**src/rtl/core/weighted_random_pick_no_repeat_defines.svh**
```systemverilog
// assertion macros for the weighted random pick block
`ifndef WEIGHTED_RANDOM_PICK_NO_REPEAT_DEFINES_SVH
`define WEIGHTED_RANDOM_PICK_NO_REPEAT_DEFINES_SVH

`ifndef SYNTHESIS

// same-cycle implication
`define WRPNR_ASSERT_IMPLY(label, clk, rst, ante, cons) \
   label: assert property (@(posedge clk) disable iff (rst) (ante) |-> (cons)) \
      else $error("same-cycle check failed");

// next-cycle implication
`define WRPNR_ASSERT_NEXT(label, clk, rst, ante, cons) \
   label: assert property (@(posedge clk) disable iff (rst) (ante) |=> (cons)) \
      else $error("next-cycle check failed");

`else

`define WRPNR_ASSERT_IMPLY(label, clk, rst, ante, cons)
`define WRPNR_ASSERT_NEXT(label, clk, rst, ante, cons)

`endif

`endif

```
**src/rtl/core/wrpnr_pkg.sv**
```systemverilog
// shared types and constants of the weighted random pick block
`timescale 1ns / 1ps
`default_nettype none

package wrpnr_pkg;

   localparam int RANDOM_BITS = 15;
   localparam int COUNT_BITS  = 5;
   localparam int CSR_ADDR_W  = 3;
   localparam int CSR_DATA_W  = 32;

   // operation codes
   localparam logic OP_LOAD = 1'b0;
   localparam logic OP_DRAW = 1'b1;

   // register word index (paddr[2])
   localparam logic REG_ENTRY_COUNT = 1'b0;

   typedef struct packed {
      logic                   operation;
      logic [3:0]             entry_index;
      logic [7:0]             entry_weight;
      logic [RANDOM_BITS-1:0] random_value;
   } req_type;

   typedef struct packed {
      logic       found;
      logic [3:0] chosen_index;
   } rsp_type;

endpackage

`default_nettype wire

```
**src/rtl/core/wrpnr_table.sv**
```systemverilog
// weight memory, one write port and one read port with registered read data
`timescale 1ns / 1ps
`default_nettype none

module wrpnr_table #(
   parameter int DEPTH  = 16,
   parameter int DATA_W = 8
) (
   input  wire logic                     clock,
   input  wire logic                     wr_en,
   input  wire logic [$clog2(DEPTH)-1:0] wr_addr,
   input  wire logic [DATA_W-1:0]        wr_data,
   input  wire logic                     rd_en,
   input  wire logic [$clog2(DEPTH)-1:0] rd_addr,
   output logic      [DATA_W-1:0]        rd_data
);

   logic [DATA_W-1:0] mem [DEPTH];
   logic [DATA_W-1:0] rd_data_ff;

   always_ff @(posedge clock) begin
      if (wr_en) begin
         mem[wr_addr] <= wr_data;
      end
   end

   always_ff @(posedge clock) begin
      if (rd_en) begin
         rd_data_ff <= mem[rd_addr];
      end
   end

   assign rd_data = rd_data_ff;

endmodule

`default_nettype wire

```
**src/rtl/core/wrpnr_mod.sv**
```systemverilog
// bit-serial restoring modulo of the random value by the weight total
`timescale 1ns / 1ps
`default_nettype none

module wrpnr_mod #(
   parameter int DIVISOR_BITS = 13
) (
   input  wire logic                               clock,
   input  wire logic                               reset,
   input  wire logic                               start,
   input  wire logic [wrpnr_pkg::RANDOM_BITS-1:0]  dividend,
   input  wire logic [DIVISOR_BITS-1:0]            divisor,
   output logic                                    done,
   output logic      [DIVISOR_BITS-1:0]            remainder
);

   localparam int STEPS  = wrpnr_pkg::RANDOM_BITS;
   localparam int STEP_W = $clog2(STEPS);
   localparam logic [STEP_W-1:0] STEP_LAST = STEP_W'(STEPS - 1);

   logic                    busy_ff, busy_in;
   logic                    done_ff, done_in;
   logic [STEP_W-1:0]       step_ff, step_in;
   logic [STEPS-1:0]        quo_ff, quo_in;
   logic [DIVISOR_BITS-1:0] div_ff, div_in;
   logic [DIVISOR_BITS-1:0] rem_ff, rem_in;

   logic [DIVISOR_BITS:0]   shifted;
   logic [DIVISOR_BITS:0]   diff;
   logic                    fits;

   // shift in the next dividend bit, subtract when it fits
   assign shifted = {rem_ff, quo_ff[STEPS-1]};
   assign fits    = (shifted >= {1'b0, div_ff});
   assign diff    = shifted - {1'b0, div_ff};

   always_comb begin
      busy_in = busy_ff;
      done_in = 1'b0;
      step_in = step_ff;
      quo_in  = quo_ff;
      div_in  = div_ff;
      rem_in  = rem_ff;
      if (start) begin
         busy_in = 1'b1;
         step_in = '0;
         quo_in  = dividend;
         div_in  = divisor;
         rem_in  = '0;
      end else if (busy_ff) begin
         rem_in  = fits ? diff[DIVISOR_BITS-1:0] : shifted[DIVISOR_BITS-1:0];
         quo_in  = {quo_ff[STEPS-2:0], 1'b0};
         step_in = step_ff + STEP_W'(1);
         if (step_ff == STEP_LAST) begin
            busy_in = 1'b0;
            done_in = 1'b1;
         end
      end
   end

   always_ff @(posedge clock) begin
      if (reset) begin
         busy_ff <= 1'b0;
         done_ff <= 1'b0;
      end else begin
         busy_ff <= busy_in;
         done_ff <= done_in;
      end
      step_ff <= step_in;
      quo_ff  <= quo_in;
      div_ff  <= div_in;
      rem_ff  <= rem_in;
   end

   assign done      = done_ff;
   assign remainder = rem_ff;

endmodule

`default_nettype wire

```
**src/rtl/core/weighted_random_pick_no_repeat.sv**
```systemverilog
// top level of the weighted random pick with no immediate repeat
`timescale 1ns / 1ps
`default_nettype none

// Weighted random pick (roulette wheel) with no immediate repeat. A command is
// taken when start is high and busy is low. A load command writes one weight
// into the weight memory in its accept cycle and gives no result; busy stays
// low, so loads can follow every cycle. A draw command with n active entries
// (entry_count, clamped to MAX_ENTRIES) is handled as follows: with no active
// entries busy stays low and the result (found = 0) comes in the cycle after
// the accept; otherwise busy is raised until it is done, a first pass through
// the memory adds up the weights, a zero total ends the draw there with entry
// 0, a bit-serial modulo reduces the random value by the total, a second pass
// finds the first running sum above the reduced value, and a final state
// applies the repeat check. Both passes go through the single read port of the
// weight memory, one entry per cycle, and the modulo unit retires one dividend
// bit per cycle. Each result is shown on rsp_data for exactly one cycle with
// rsp_valid high; the receiver cannot hold it off and must take it in that
// cycle. The user must write the entry_count register through the csr port
// only while no draw is busy; the block itself does not enforce this.

`include "weighted_random_pick_no_repeat_defines.svh"

module weighted_random_pick_no_repeat #(
   parameter int MAX_ENTRIES = 16,
   parameter int WEIGHT_BITS = 8
) (
   input  wire logic                                 clock,
   input  wire logic                                 reset,
   // command channel
   input  wire logic                                 start,
   output logic                                      busy,
   input  wire wrpnr_pkg::req_type                   req_data,
   // result channel
   output logic                                      rsp_valid,
   output wrpnr_pkg::rsp_type                        rsp_data,
   // register port
   input  wire logic                                 csr_psel,
   input  wire logic                                 csr_penable,
   input  wire logic                                 csr_pwrite,
   input  wire logic [wrpnr_pkg::CSR_ADDR_W-1:0]     csr_paddr,
   input  wire logic [wrpnr_pkg::CSR_DATA_W-1:0]     csr_pwdata,
   output logic      [wrpnr_pkg::CSR_DATA_W-1:0]     csr_prdata,
   output logic                                      csr_pready
);

   localparam int IDX_W = $clog2(MAX_ENTRIES);
   localparam int NUM_W = $clog2(MAX_ENTRIES + 1);
   // n weights of WEIGHT_BITS each never overflow this
   localparam int SUM_W = WEIGHT_BITS + NUM_W;

   typedef enum logic [2:0] {
      ST_IDLE,
      ST_SUM,
      ST_MOD,
      ST_WALK,
      ST_DONE
   } state_type;

   state_type state_ff, state_in;

   logic [wrpnr_pkg::COUNT_BITS-1:0]  count_ff, count_in;
   logic [NUM_W-1:0]                  n_ff, n_in;
   logic [NUM_W-1:0]                  issue_ff, issue_in;
   logic [NUM_W-1:0]                  recv_ff, recv_in;
   logic                              rd_vld_ff, rd_vld_in;
   logic [SUM_W-1:0]                  total_ff, total_in;
   logic [SUM_W-1:0]                  acc_ff, acc_in;
   logic [wrpnr_pkg::RANDOM_BITS-1:0] rnd_ff, rnd_in;
   logic [IDX_W-1:0]                  pick_ff, pick_in;
   logic [3:0]                        last_pick_ff, last_pick_in;
   logic                              last_valid_ff, last_valid_in;
   logic                              rsp_valid_ff, rsp_valid_in;
   wrpnr_pkg::rsp_type                rsp_data_ff, rsp_data_in;

   logic                   csr_write;
   logic [NUM_W-1:0]       n_clamp;
   logic                   tbl_we;
   logic [IDX_W-1:0]       tbl_waddr;
   logic [WEIGHT_BITS-1:0] tbl_wdata;
   logic                   rd_en;
   logic [IDX_W-1:0]       rd_addr;
   logic [WEIGHT_BITS-1:0] rd_data;
   logic [SUM_W-1:0]       acc_sum;
   logic                   mod_start;
   logic                   mod_done;
   logic [SUM_W-1:0]       mod_rem;
   logic [NUM_W-1:0]       pick_nx;
   logic                   is_repeat;
   logic [IDX_W-1:0]       pick_final;

   // register write completes in the access phase
   assign csr_write  = csr_psel && csr_penable && csr_pwrite && csr_pready;
   assign csr_pready = 1'b1;
   assign csr_prdata = (csr_paddr[2] == wrpnr_pkg::REG_ENTRY_COUNT)
                     ? wrpnr_pkg::CSR_DATA_W'(count_ff) : '0;

   // counts above the table depth behave as a full table
   assign n_clamp = (32'(count_ff) > 32'(MAX_ENTRIES))
                  ? NUM_W'(MAX_ENTRIES) : NUM_W'(count_ff);

   // load path writes in the accept cycle
   assign tbl_waddr = IDX_W'(req_data.entry_index);
   assign tbl_wdata = WEIGHT_BITS'(req_data.entry_weight);

   // both passes read entry issue_ff, data back in the next cycle
   assign rd_addr = IDX_W'(issue_ff);
   assign acc_sum = acc_ff + SUM_W'(rd_data);

   // repeat avoidance: step to the next entry, wrapping at n
   assign pick_nx    = NUM_W'(pick_ff) + NUM_W'(1);
   assign is_repeat  = last_valid_ff && (32'(pick_ff) == 32'(last_pick_ff))
                     && (n_ff > NUM_W'(1));
   assign pick_final = !is_repeat ? pick_ff
                     : ((pick_nx == n_ff) ? '0 : IDX_W'(pick_nx));

   always_comb begin
      state_in      = state_ff;
      count_in      = count_ff;
      n_in          = n_ff;
      issue_in      = issue_ff;
      recv_in       = recv_ff;
      rd_vld_in     = 1'b0;
      total_in      = total_ff;
      acc_in        = acc_ff;
      rnd_in        = rnd_ff;
      pick_in       = pick_ff;
      last_pick_in  = last_pick_ff;
      last_valid_in = last_valid_ff;
      rsp_valid_in  = 1'b0;
      rsp_data_in   = rsp_data_ff;
      tbl_we        = 1'b0;
      rd_en         = 1'b0;
      mod_start     = 1'b0;

      if (csr_write && (csr_paddr[2] == wrpnr_pkg::REG_ENTRY_COUNT)) begin
         count_in = csr_pwdata[wrpnr_pkg::COUNT_BITS-1:0];
      end

      case (state_ff)
         ST_IDLE: begin
            if (start) begin
               if (req_data.operation == wrpnr_pkg::OP_LOAD) begin
                  // slots beyond the table are dropped
                  tbl_we = (32'(req_data.entry_index) < 32'(MAX_ENTRIES));
               end else begin
                  n_in   = n_clamp;
                  rnd_in = req_data.random_value;
                  if (n_clamp == '0) begin
                     // empty table: not found, record untouched
                     rsp_valid_in             = 1'b1;
                     rsp_data_in.found        = 1'b0;
                     rsp_data_in.chosen_index = '0;
                  end else begin
                     issue_in = '0;
                     total_in = '0;
                     state_in = ST_SUM;
                  end
               end
            end
         end
         ST_SUM: begin
            rd_en     = (issue_ff < n_ff);
            rd_vld_in = rd_en;
            if (rd_en) begin
               issue_in = issue_ff + NUM_W'(1);
            end
            if (rd_vld_ff) begin
               total_in = total_ff + SUM_W'(rd_data);
            end
            if (!rd_en && !rd_vld_ff) begin
               if (total_ff == '0) begin
                  // all weights zero: entry 0, record untouched
                  rsp_valid_in             = 1'b1;
                  rsp_data_in.found        = 1'b1;
                  rsp_data_in.chosen_index = '0;
                  state_in                 = ST_IDLE;
               end else begin
                  mod_start = 1'b1;
                  state_in  = ST_MOD;
               end
            end
         end
         ST_MOD: begin
            if (mod_done) begin
               issue_in = '0;
               recv_in  = '0;
               acc_in   = '0;
               state_in = ST_WALK;
            end
         end
         ST_WALK: begin
            rd_en     = (issue_ff < n_ff);
            rd_vld_in = rd_en;
            if (rd_en) begin
               issue_in = issue_ff + NUM_W'(1);
            end
            if (rd_vld_ff) begin
               acc_in  = acc_sum;
               recv_in = recv_ff + NUM_W'(1);
               // reduced value is below the total, so this always hits
               if (mod_rem < acc_sum) begin
                  pick_in  = IDX_W'(recv_ff);
                  state_in = ST_DONE;
               end
            end
         end
         ST_DONE: begin
            rsp_valid_in             = 1'b1;
            rsp_data_in.found        = 1'b1;
            rsp_data_in.chosen_index = 4'(pick_final);
            last_pick_in             = 4'(pick_final);
            last_valid_in            = 1'b1;
            state_in                 = ST_IDLE;
         end
         default: begin
            state_in = ST_IDLE;
         end
      endcase
   end

   always_ff @(posedge clock) begin
      if (reset) begin
         state_ff      <= ST_IDLE;
         count_ff      <= '0;
         last_pick_ff  <= '0;
         last_valid_ff <= 1'b0;
         rd_vld_ff     <= 1'b0;
         rsp_valid_ff  <= 1'b0;
      end else begin
         state_ff      <= state_in;
         count_ff      <= count_in;
         last_pick_ff  <= last_pick_in;
         last_valid_ff <= last_valid_in;
         rd_vld_ff     <= rd_vld_in;
         rsp_valid_ff  <= rsp_valid_in;
      end
      n_ff        <= n_in;
      issue_ff    <= issue_in;
      recv_ff     <= recv_in;
      total_ff    <= total_in;
      acc_ff      <= acc_in;
      rnd_ff      <= rnd_in;
      pick_ff     <= pick_in;
      rsp_data_ff <= rsp_data_in;
   end

   wrpnr_table #(
      .DEPTH  (MAX_ENTRIES),
      .DATA_W (WEIGHT_BITS)
   ) u_table (
      .clock   (clock),
      .wr_en   (tbl_we),
      .wr_addr (tbl_waddr),
      .wr_data (tbl_wdata),
      .rd_en   (rd_en),
      .rd_addr (rd_addr),
      .rd_data (rd_data)
   );

   wrpnr_mod #(
      .DIVISOR_BITS (SUM_W)
   ) u_mod (
      .clock     (clock),
      .reset     (reset),
      .start     (mod_start),
      .dividend  (rnd_ff),
      .divisor   (total_ff),
      .done      (mod_done),
      .remainder (mod_rem)
   );

   assign busy      = (state_ff != ST_IDLE);
   assign rsp_valid = rsp_valid_ff;
   assign rsp_data  = rsp_data_ff;

   // a load transfer never produces a result
   `WRPNR_ASSERT_NEXT(a_load_no_result, clock, reset,
      start && !busy && (req_data.operation == wrpnr_pkg::OP_LOAD), !rsp_valid)
   // not found always reports entry 0
   `WRPNR_ASSERT_IMPLY(a_not_found_zero, clock, reset,
      rsp_valid && !rsp_data.found, rsp_data.chosen_index == 4'd0)
   // every result strobe leaves the block ready for the next command
   `WRPNR_ASSERT_IMPLY(a_rsp_when_idle, clock, reset, rsp_valid, !busy)
   // the final step of a draw always emits a found result
   `WRPNR_ASSERT_NEXT(a_done_emits, clock, reset,
      state_ff == ST_DONE, rsp_valid && rsp_data.found)
   // modulo completion only shows up while waiting for it
   `WRPNR_ASSERT_IMPLY(a_mod_done_in_mod, clock, reset, mod_done, state_ff == ST_MOD)

endmodule

`default_nettype wire

```
**config.mk**
```make
export PLATFORM = sky130hd
export DESIGN_NAME = weighted_random_pick_no_repeat
export DESIGN_NICKNAME = d
export VERILOG_FILES = /design/src/rtl/core/wrpnr_pkg.sv /design/src/rtl/core/wrpnr_table.sv /design/src/rtl/core/wrpnr_mod.sv /design/src/rtl/core/weighted_random_pick_no_repeat.sv
export VERILOG_INCLUDE_DIRS = /design/src /design/src/rtl/core
export SDC_FILE = /design/constraint.sdc
export NUM_CORES = 1
export LEC_CHECK = 0
export BUFFER_PORTS_ARGS = -buffer_cell sky130_fd_sc_hd__buf_4
export CAP_MARGIN = 10
export CELL_PAD_IN_SITES_DETAIL_PLACEMENT = 1
export CELL_PAD_IN_SITES_GLOBAL_PLACEMENT = 1
export CORE_AREA = 2 2 181 183
export DETAILED_ROUTE_END_ITERATION = 12
export DIE_AREA = 0 0 183 185
export HOLD_SLACK_MARGIN = 0.08
export PLACE_DENSITY = 0.66
export SETUP_SLACK_MARGIN = 0.5
export SYNTH_ARGS = -nofsm -noshare
export SYNTH_HDL_FRONTEND = slang
export SYNTH_SLANG_ARGS = --single-unit
```
**constraint.sdc**
```tcl
create_clock -name clock -period 6.3 [get_ports clock]
set_input_delay 0.315 -clock clock [delete_from_list [all_inputs] [get_ports clock]]
set_output_delay 0.315 -clock clock [all_outputs]
set_load 0.1 [all_outputs]
```
==> flow_metrics.py, run 1 <==
metrics = {
    "timing": {
        "drv_slew": 0,
        "fmaxAchievable_mhz": 246.5,
        "slew-limit-headroom": 0.2876,
        "finalSetupViolations": 0,
        "grt_setup_unrepaired": "no",
        "tightestPinTransition_ns": 1.060,
        "fin_skew_ns": 0.02472,
        "hold_viol_final": 0,
        "setup_tns_ns": 0,
        "fin_hold_ws_ns": 0.1036,
        "timing.final.crit_share": 0.6440,
        "period_minus_slack_ns": 4.057,
    },
    "clock_tree": {
        "post_cts_buffers": 0,
        "clk_pin_slew_ns": 0.06,
        "clk_latency_ns": 0.55,
        "cts.sinks": 262,
        "tritoncts": "yes",
        "cts_inserted_buffers": 28,
        "htree_levels": 1,
        "clockRootBuffer": "clkbuf_16",
        "cts_buffer_depth": 3,
    },
    "critical_path": {
        "crit_cells": 16,
        "arrival_ns": 4.29,
        "critPathRequiredTime_ns": 6.53,
        "timing.rr.end": "pick_ff[0]",
        "path_class": "flip-flop to flip-flop",
        "startpoint_type": "flip-flop",
        "crit_chain": "ha_1 -> inv_1 -> fa_1 -> nor2b_1 -> o21ai_1 -> a21boi_0 -> o31a_1 -> o211ai_1 -> and2_1 -> ha_1 -> a21oi_1 -> nor2b_1 -> o21ai_0 -> o2111ai_1 -> a21oi_1 -> and2_1",
        "r2r-start": "u_table.rd_data[0]",
        "r2r_slack_ns": 2.24,
        "cp_slowest_cell": "a21oi_1",
        "cp_slowest_stage_delay_ns": 0.45,
        "path_buf_inv": 1,
        "path_delay_family": "compound AO/OA/AOI/OAI gates",
        "r2r_cells": 16,
        "crit_end": "pick_ff[0]",
        "cp-end-kind": "flip-flop",
        "worstSetupStartpoint": "u_table.rd_data[0]",
        "critPathMaxFanout": 4,
    },
    "grt": {
        "grt_max_degree": 36,
        "antenna_found_initial": 0,
        "grt_use_met1": 0.2245,
        "overflow": 0,
        "grtUsageMet3": 0.01888,
        "grt_use_total": 0.1733,
        "grt_busiest_layer": "met2",
        "first_global_vias": 8197,
        "use_met2": 0.3108,
        "grt_pass1_wl_um": 45900,
    },
    "place": {
        "dp_hpwl_um": 19510,
        "port_buffers": 51,
        "gp_congestion": 0.7990,
    },
    "synth": {
        "syn-mean-instance-area_um2": 13.28,
        "synthTopCellsByArea": "edfxtp_1 (54%), mux4_2 (7.1%), dfxtp_1 (5.4%)",
        "synthDistinctLibCells": 74,
        "synth_edf_count": 228,
        "synth_area_um2": 12630,
        "netlist_instances": 951,
        "ys.warnings.count": 0,
        "yosys.area.top_type": "edfxtp_1",
        "ys_async_sr_fraction": 0,
        "ys_ff_latch": 262,
        "ys.flop_type": "edfxtp_1",
        "yosysSeqAreaShare": 0.5959,
        "yosys.area.top_type_share": 0.5420,
    },
    "routing": {
        "postRouteAntennaNets": 0,
        "drc": 0,
        "routed_wl_um": 28630,
        "firstDrtPassIters": 5,
        "post_drt_wl_per_cell_um": 19.57,
        "drtIter0Drc": 471,
        "vias_per_cell": 5.289,
        "vias": 7738,
    },
    "cells_and_area": {
        "fin_nets": 1155,
        "layout_common_cells": "edfxtp_1 (228), nor2_1 (78), buf_4 (61)",
        "area_growth_syn_to_layout_pct": 15.18,
        "layout_commonest_cell": "edfxtp_1",
        "diodes": 0,
        "drive_above_1_share": 0.1678,
        "fillerInstances": 3272,
    },
    "die": {
        "fp.dieArea_um2": 33860,
        "io_pins": 109,
        "fp.dieH_um": 185,
        "rows": 66,
        "die_x_um": 183,
        "core_region_area_um2": 32040,
        "start_util": 0.3943,
    },
    "power": {
        "ir_drop_v": 0.0002179,
        "leakagePower_nw": 5.249,
        "p_per_area_nw_per_um2": 311.4,
    },
    "hold_path": {
        "hold_path_class": "input pin to flip-flop",
    },
    "run_status": {
        "outcome": "finished clean",
    },
    "run": {
        "drv_cap": 0,
    },
}
## cells by family after synthesis
family                   share of synthesized area
AO/OA/AOI/OAI                              0.08588
XOR/XNOR                                   0.01872
adder cells (fa/ha/maj)                    0.05428
buffers and inverters                      0.04229
flip-flops                                  0.5959
multiplexers                               0.09251
other                                    0.0005945
AND/OR/NAND/NOR                             0.1098
## flip-flops by register name, indices dropped and copies added (netlist names), 5 cells and up
register / flops
u_table.mem: 128
rnd_ff: 15
u_mod.quo_ff: 15
acc_ff: 13
total_ff: 13
u_mod.div_ff: 13
u_mod.remainder: 13
u_table.rd_data: 8
count_ff: 5
issue_ff: 5
n_ff: 5
rsp_data: 5
## how the worst min path moves through the flow
stage,startpoint,endpoint,slack (ns),depth (start not counted)
after floorplan,req_data[0],rnd_ff[0],0.41,0
after global placement,recv_ff[3],pick_ff[3],0.46,0
after detailed placement,recv_ff[3],pick_ff[3],0.48,0
after CTS,reset,count_ff[4],0.08,2
after global routing,reset,count_ff[4],0.1,2
final,reset,count_ff[4],0.10,2
## cell type report
type                            count  area (µm²)  area share
Timing Repair Buffer               89       738.2     0.05074
Inverter                           41       156.4     0.01075
Clock inverter                     17       200.2     0.01376
Multi-Input combinational cell    611        4681      0.3217
Clock buffer                       35       737.0     0.05065
Sequential cell                   262        7527      0.5173
Tap cell                          408       510.5     0.03508
## synthesized netlist by cell type, drive strengths merged, types with 2 or more instances
library cell	instances
o21a	9
xnor2	12
nor3b	6
nor2	79
clkbuf	18
or3b	4
mux2i	11
dfxtp	34
nor3	23
inv	41
mux2	14
or4b	2
xor2	15
nand3	23
nand4b	3
o21ai	42
nor2b	19
o2111ai	2
nand2b	12
nand2	54
conb	2
nor4	5
o32ai	2
a211oi	14
a211o	4
o31ai	5
a31oi	14
nand4	6
and3	10
o211ai	6
or3	9
edfxtp	228
mux4	40
buf	45
a21oi	35
fa	3
nand3b	4
a311oi	2
a21boi	4
or2	5
and2	5
ha	50
a21o	13
or4	3
## repair_timing
action,CTS,global route
gates resized for setup,0,0
hold endpoints to repair,138,0
hold buffers,28,0
## power breakdown
group | total [mW] | switching, mW | internal [mW]
clock network | 1.67 | 0.678 | 0.994
registers | 2.05 | 0.0847 | 1.96
logic | 0.814 | 0.505 | 0.309
## layer usage
metal / wire [µm] / vias up
met4: 697 / 0
met1: 12970 / 3885
li1: - / 3710
met3: 613 / 43
met5: 0 / -
met2: 14350 / 100
## stage by stage
step / std cells / util / area (µm²) / power [mW] / setup slack (ns)
after global placement: 1383 / 0.4161 / 13330 / 2.865 / 2.356
after CTS: 1463 / 0.4541 / 14550 / 4.584 / 2.234
final: 1463 / 0.4541 / 14550 / 4.530 / 2.243
after detailed placement: 1383 / 0.4161 / 13330 / 2.886 / 2.310
after floorplan: 977 / - / 12730 / 2.680 / 2.894
after global routing: 1463 / 0.4541 / 14550 / 4.743 / 1.961
Power figures use the tool's default switching activity.
==> run 2: changes to the inputs <==
==> constraint.sdc (replaced) <==
create_clock -name clock -period 3.8 [get_ports clock]
set_input_delay 0.19 -clock clock [delete_from_list [all_inputs] [get_ports clock]]
set_output_delay 0.19 -clock clock [all_outputs]
set_load 0.1 [all_outputs]
==> flow_metrics.py, run 2 (same netlist as run 1, synthesis figures left out) <==
metrics = {
    "routing": {
        "vias": 7892,
        "vias_per_cell": 5.279,
        "routed_wl_um": 29690,
        "drtIter0Drc": 360,
        "post_drt_wl_per_cell_um": 19.86,
        "drc": 0,
        "postRouteAntennaNets": 0,
        "firstDrtPassIters": 4,
    },
    "timing": {
        "grt_setup_unrepaired": "yes",
        "slew-limit-headroom": 0.2722,
        "setup_tns_ns": 0,
        "hold_viol_final": 0,
        "timing.final.crit_share": 0.8917,
        "finalSetupViolations": 0,
        "period_minus_slack_ns": 3.389,
        "fin_skew_ns": 0.02013,
        "tightestPinTransition_ns": 1.083,
        "fin_hold_ws_ns": 0.1393,
        "timing.final.ws_setup_ns": 0.4114,
        "fmaxAchievable_mhz": 295.1,
        "drv_slew": 0,
    },
    "critical_path": {
        "cp-end-kind": "flip-flop",
        "path_class": "flip-flop to flip-flop",
        "r2r_slack_ns": 0.41,
        "critPathRequiredTime_ns": 4.08,
        "r2r-start": "u_table.rd_data[0]",
        "r2r_cells": 17,
        "timing.rr.end": "pick_ff[0]",
        "arrival_ns": 3.66,
        "startpoint_type": "flip-flop",
        "critPathMaxFanout": 4,
    },
    "cells_and_area": {
        "max_flop_register": "u_table.mem",
        "multi_input_area_um2": 4760,
        "diodes": 0,
        "layout_commonest_cell": "edfxtp_1",
        "layout_common_cells": "edfxtp_1 (228), buf_4 (86), nor2_1 (78)",
        "fin_util": 0.4643,
        "register_area_um2": 7527,
        "largest_reg_flops": 128,
        "drive_above_1_share": 0.1987,
        "fin_nets": 1189,
        "area_growth_syn_to_layout_pct": 17.77,
        "top_regs": "u_table.mem (128), rnd_ff (15), u_mod.quo_ff (15)",
        "fillerInstances": 3314,
    },
    "power": {
        "p_comb_frac": 0.184,
        "internal-power_mw": 5.386,
        "seqPwrFrac": 0.453,
        "leakagePower_nw": 5.415,
        "pwr-share-clk": 0.364,
        "p_switching_mw": 2.147,
        "ir_drop_v": 0.0004039,
        "p_per_area_nw_per_um2": 506.4,
        "p_sw_frac": 0.2850,
    },
    "hold_path": {
        "hold_path_class": "input pin to flip-flop",
        "whs_path_depth": 3,
        "worstHoldStart": "req_data[24]",
        "holdPathEnd": "u_table.mem[8][2]",
    },
    "die": {
        "fp.dieH_um": 185,
        "fp.dieArea_um2": 33860,
        "io_pins": 109,
        "start_util": 0.3943,
        "core_region_area_um2": 32040,
        "rows": 66,
        "die_x_um": 183,
    },
    "grt": {
        "grt_pass1_wl_um": 47400,
        "first_global_vias": 8443,
        "grt_max_degree": 36,
        "antenna_found_initial": 0,
        "grt_use_total": 0.1800,
        "overflow": 0,
    },
    "clock_tree": {
        "cts.sinks": 262,
        "htree_levels": 1,
        "clk_pin_slew_ns": 0.06,
        "cts_buffer_depth": 3,
        "tritoncts": "yes",
        "cts_inserted_buffers": 29,
        "clk_latency_ns": 0.57,
        "clockRootBuffer": "clkbuf_16",
    },
    "run": {
        "drv_cap": 0,
    },
    "place": {
        "gp_congestion": 0.7777,
        "port_buffers": 51,
        "dp_slack_ns": 0.1177,
        "dp_hpwl_um": 20150,
    },
    "run_status": {
        "outcome": "finished clean",
    },
}
==> run 2: layer usage <==
layer	vias to the layer above	share of wire	routed length (µm)	global-route usage
met5	-	0	0	0
met1	3944	0.45	13440	0.2348
li1	3788	-	-	-
met4	0	0.024	718	0.04736
met2	112	0.50	14750	0.3167
met3	48	0.026	774	0.02458
==> run 2: worst max-delay path, cell delays in order, from the launching register on <==
cell       delay [ns]
edfxtp_1         0.35
ha_2             0.20
inv_2            0.04
fa_2             0.36
nor2b_2          0.15
o21ai_2          0.08
a21boi_2         0.17
o31a_1           0.21
buf_4            0.13
o211ai_1         0.11
and2_4           0.19
ha_4             0.23
a21oi_2          0.10
nor2b_1          0.06
o21ai_1          0.18
o2111ai_2        0.15
a21oi_2          0.18
and2_4           0.20
==> run 2: worst max path at each step <==
stage / depth (start not counted) / slack (ns) / start / to
after floorplan: 16 / 0.50 / u_table.rd_data[0] / pick_ff[0]
after global placement: 16 / 0.23 / u_table.rd_data[0] / pick_ff[1]
after detailed placement: 16 / 0.12 / u_table.rd_data[0] / pick_ff[2]
after CTS: 16 / 0.39 / u_table.rd_data[0] / pick_ff[0]
after global routing: 17 / 0.26 / u_table.rd_data[0] / pick_ff[2]
final: 17 / 0.41 / u_table.rd_data[0] / pick_ff[0]
==> run 2: final cells by class <==
cell class,count,area share
Sequential cell,262,0.5060
Multi-Input combinational cell,611,0.3199
Timing Repair Buffer,122,0.06762
Clock buffer,37,0.05080
Tap cell,408,0.03431
Clock inverter,14,0.01085
Inverter,41,0.01051
==> run 2: power by group through the flow <==
stage	combinational, mW	clock (mW)	sequential [mW]
2_1_floorplan	1.03	0	3.42
3_5_place_dp	1.33	0	3.47
5_1_grt	1.55	2.91	3.43
3_3_place_gp	1.29	0	3.47
4_1_cts	1.39	2.82	3.42
6_report	1.38	2.74	3.41
==> run 2: repair_timing <==
item	in CTS	in global routing
setup buffers	9	3
gates resized for setup	14	7
setup endpoints to repair	7	7
hold buffers	36	0
endpoints found under the hold margin	162	0
cloned	0	0
pin swaps	6	5
==> run 2: metrics by stage <==
stage	std cells	total power, mW	instance area [µm²]
CTS	1492	7.623	14820
global placement	1396	4.759	13420
detailed placement	1396	4.799	13420
finish	1495	7.533	14880
floorplan	977	4.444	12730
global route	1495	7.891	14880
==> run 3: changes to the inputs <==
--- a/config.mk
+++ b/config.mk
@@ -8,13 +8,11 @@
 export LEC_CHECK = 0
 export BUFFER_PORTS_ARGS = -buffer_cell sky130_fd_sc_hd__buf_4
 export CAP_MARGIN = 10
-export CELL_PAD_IN_SITES_DETAIL_PLACEMENT = 1
-export CELL_PAD_IN_SITES_GLOBAL_PLACEMENT = 1
 export CORE_AREA = 2 2 181 183
 export DETAILED_ROUTE_END_ITERATION = 12
 export DIE_AREA = 0 0 183 185
 export HOLD_SLACK_MARGIN = 0.08
-export PLACE_DENSITY = 0.66
+export PLACE_DENSITY = 0.57
 export SETUP_SLACK_MARGIN = 0.5
 export SYNTH_ARGS = -nofsm -noshare
 export SYNTH_HDL_FRONTEND = slang
==> flow_metrics.py, run 3 (same netlist as run 1, synthesis figures left out) <==
metrics = {
    "run_status": {
        "outcome": "finished clean",
    },
    "timing": {
        "timing.final.crit_share": 0.8572,
        "fin_skew_ns": 0.01357,
        "hold_viol_final": 0,
        "finalSetupViolations": 0,
        "grt_setup_unrepaired": "yes",
        "period_minus_slack_ns": 3.257,
        "tightestPinTransition_ns": 1.085,
        "fin_hold_ws_ns": 0.1690,
        "slew-limit-headroom": 0.2764,
        "setup_tns_ns": 0,
        "fmaxAchievable_mhz": 307.0,
        "timing.final.ws_setup_ns": 0.5427,
        "drv_slew": 0,
    },
    "place": {
        "placed_area_um2": 13440,
        "dp_hpwl_um": 17910,
        "dp_slack_ns": 0.1119,
        "port_buffers": 51,
        "gp_congestion": 0.8187,
        "dp_cells": 1399,
    },
    "critical_path": {
        "startpoint_type": "flip-flop",
        "crit_chain": "ha_2 -> inv_2 -> fa_2 -> nor2b_2 -> o21ai_2 -> a21boi_2 -> o31a_1 -> o41a_1 -> and2_4 -> ha_4 -> a21oi_2 -> nor2b_1 -> o21ai_1 -> o2111ai_2 -> a21oi_2 -> and2_4",
        "path_buf_inv": 1,
        "path_class": "flip-flop to flip-flop",
        "path_delay_family": "compound AO/OA/AOI/OAI gates",
        "arrival_ns": 3.52,
        "critPathRequiredTime_ns": 4.06,
        "cp_slowest_cell": "edfxtp_1",
        "cp-end-kind": "flip-flop",
        "cp_slowest_stage_delay_ns": 0.40,
        "critPathMaxFanout": 4,
    },
    "cells_and_area": {
        "top_regs": "u_table.mem (128), rnd_ff (15), u_mod.quo_ff (15)",
        "layoutNonFillerInstCount": 1491,
        "fin_util": 0.4658,
        "fillerInstances": 2857,
        "area_growth_syn_to_layout_pct": 18.16,
        "layout_common_cells": "edfxtp_1 (228), buf_4 (83), nor2_1 (78)",
        "diodes": 0,
        "max_flop_register": "u_table.mem",
        "register_area_um2": 7527,
        "drive_above_1_share": 0.1994,
        "largest_reg_flops": 128,
        "layout_commonest_cell": "edfxtp_1",
        "final_cell_area_um2": 14930,
        "multi_input_area_um2": 4750,
        "fin_nets": 1183,
    },
    "routing": {
        "vias_per_cell": 5.252,
        "routed_wl_um": 26720,
        "firstDrtPassIters": 5,
        "vias": 7831,
        "postRouteAntennaNets": 0,
        "post_drt_wl_per_cell_um": 17.92,
        "drtIter0Drc": 549,
        "drc": 0,
    },
    "hold_path": {
        "hold_path_class": "input pin to flip-flop",
    },
    "clock_tree": {
        "cts.sinks": 262,
        "clockRootBuffer": "clkbuf_16",
        "clk_pin_slew_ns": 0.06,
        "htree_levels": 1,
        "tritoncts": "yes",
        "clk_latency_ns": 0.55,
        "cts_buffer_depth": 3,
        "cts_inserted_buffers": 28,
    },
    "grt": {
        "grt_max_degree": 36,
        "overflow": 0,
        "antenna_found_initial": 0,
        "grt_pass1_wl_um": 42830,
        "grt_use_total": 0.1618,
        "first_global_vias": 7716,
    },
    "run": {
        "drv_cap": 0,
    },
    "die": {
        "start_util": 0.3943,
        "core_region_area_um2": 32040,
        "fp.dieH_um": 185,
        "io_pins": 109,
        "fp.dieArea_um2": 33860,
        "rows": 66,
        "die_x_um": 183,
    },
    "power": {
        "ir_drop_v": 0.0003370,
        "leakagePower_nw": 5.447,
        "p_per_area_nw_per_um2": 518.5,
        "power_mw": 7.739,
    },
}
-- run 3: cell types whose count changed in the layout (fill, tap and decap cells not counted), sizes merged --
cell and change:
clkinvlp -1, clkbuf -4, inv -1, clkinv +3, bufinv +4, dlygate4sd3 -2
buf -3
-- run 3: per-layer routing --
metal / wire (µm) / track usage / up-vias / share of wire
li1: - / - / 3780 / -
met3: 946 / 0.02182 / 34 / 0.035
met2: 12980 / 0.2770 / 150 / 0.49
met4: 601 / 0.04224 / 0 / 0.022
met5: 0 / 0 / - / 0
met1: 12190 / 0.2180 / 3867 / 0.46
-- run 3: tightest hold or removal path: stages --
cell    delay [ns]
buf_4         0.12
nor3_1        0.05
buf_4         0.18
-- run 3: timing repair --
| item | 4_1_cts | 5_1_grt |
|---|---|---|
| endpoints found under the setup margin | 7 | 7 |
| setup buffers | 5 | 1 |
| cloned | 0 | 0 |
| hold buffers | 34 | 0 |
| resized for setup | 16 | 4 |
| endpoints found under the hold margin | 157 | 0 |
| pin swaps | 2 | 3 |
-- run 3: cell type report --
cell class	count	share of cell area
Sequential cell	262	0.5043
Timing Repair Buffer	117	0.06455
Clock buffer	33	0.04954
Clock inverter	19	0.01869
Multi-Input combinational cell	611	0.3182
Tap cell	408	0.03420
Inverter	41	0.01048
-- run 3: power breakdown --
part           internal (mW)  switching [mW]  total, mW
logic                  0.530           0.827       1.36
clock network           1.86            1.12       2.98
registers               3.25           0.153       3.40
-- run 3: worst paths after layout --
kind | start | to | slack, ns | depth (start not counted)
hold / removal | req_data[23] | u_table.mem[12][4] | 0.17 | 3
setup / recovery | u_table.rd_data[0] | pick_ff[2] | 0.54 | 16
hold reg to reg | recv_ff[3] | pick_ff[3] | 0.49 | 0
setup reg to reg | u_table.rd_data[0] | pick_ff[2] | 0.54 | 16
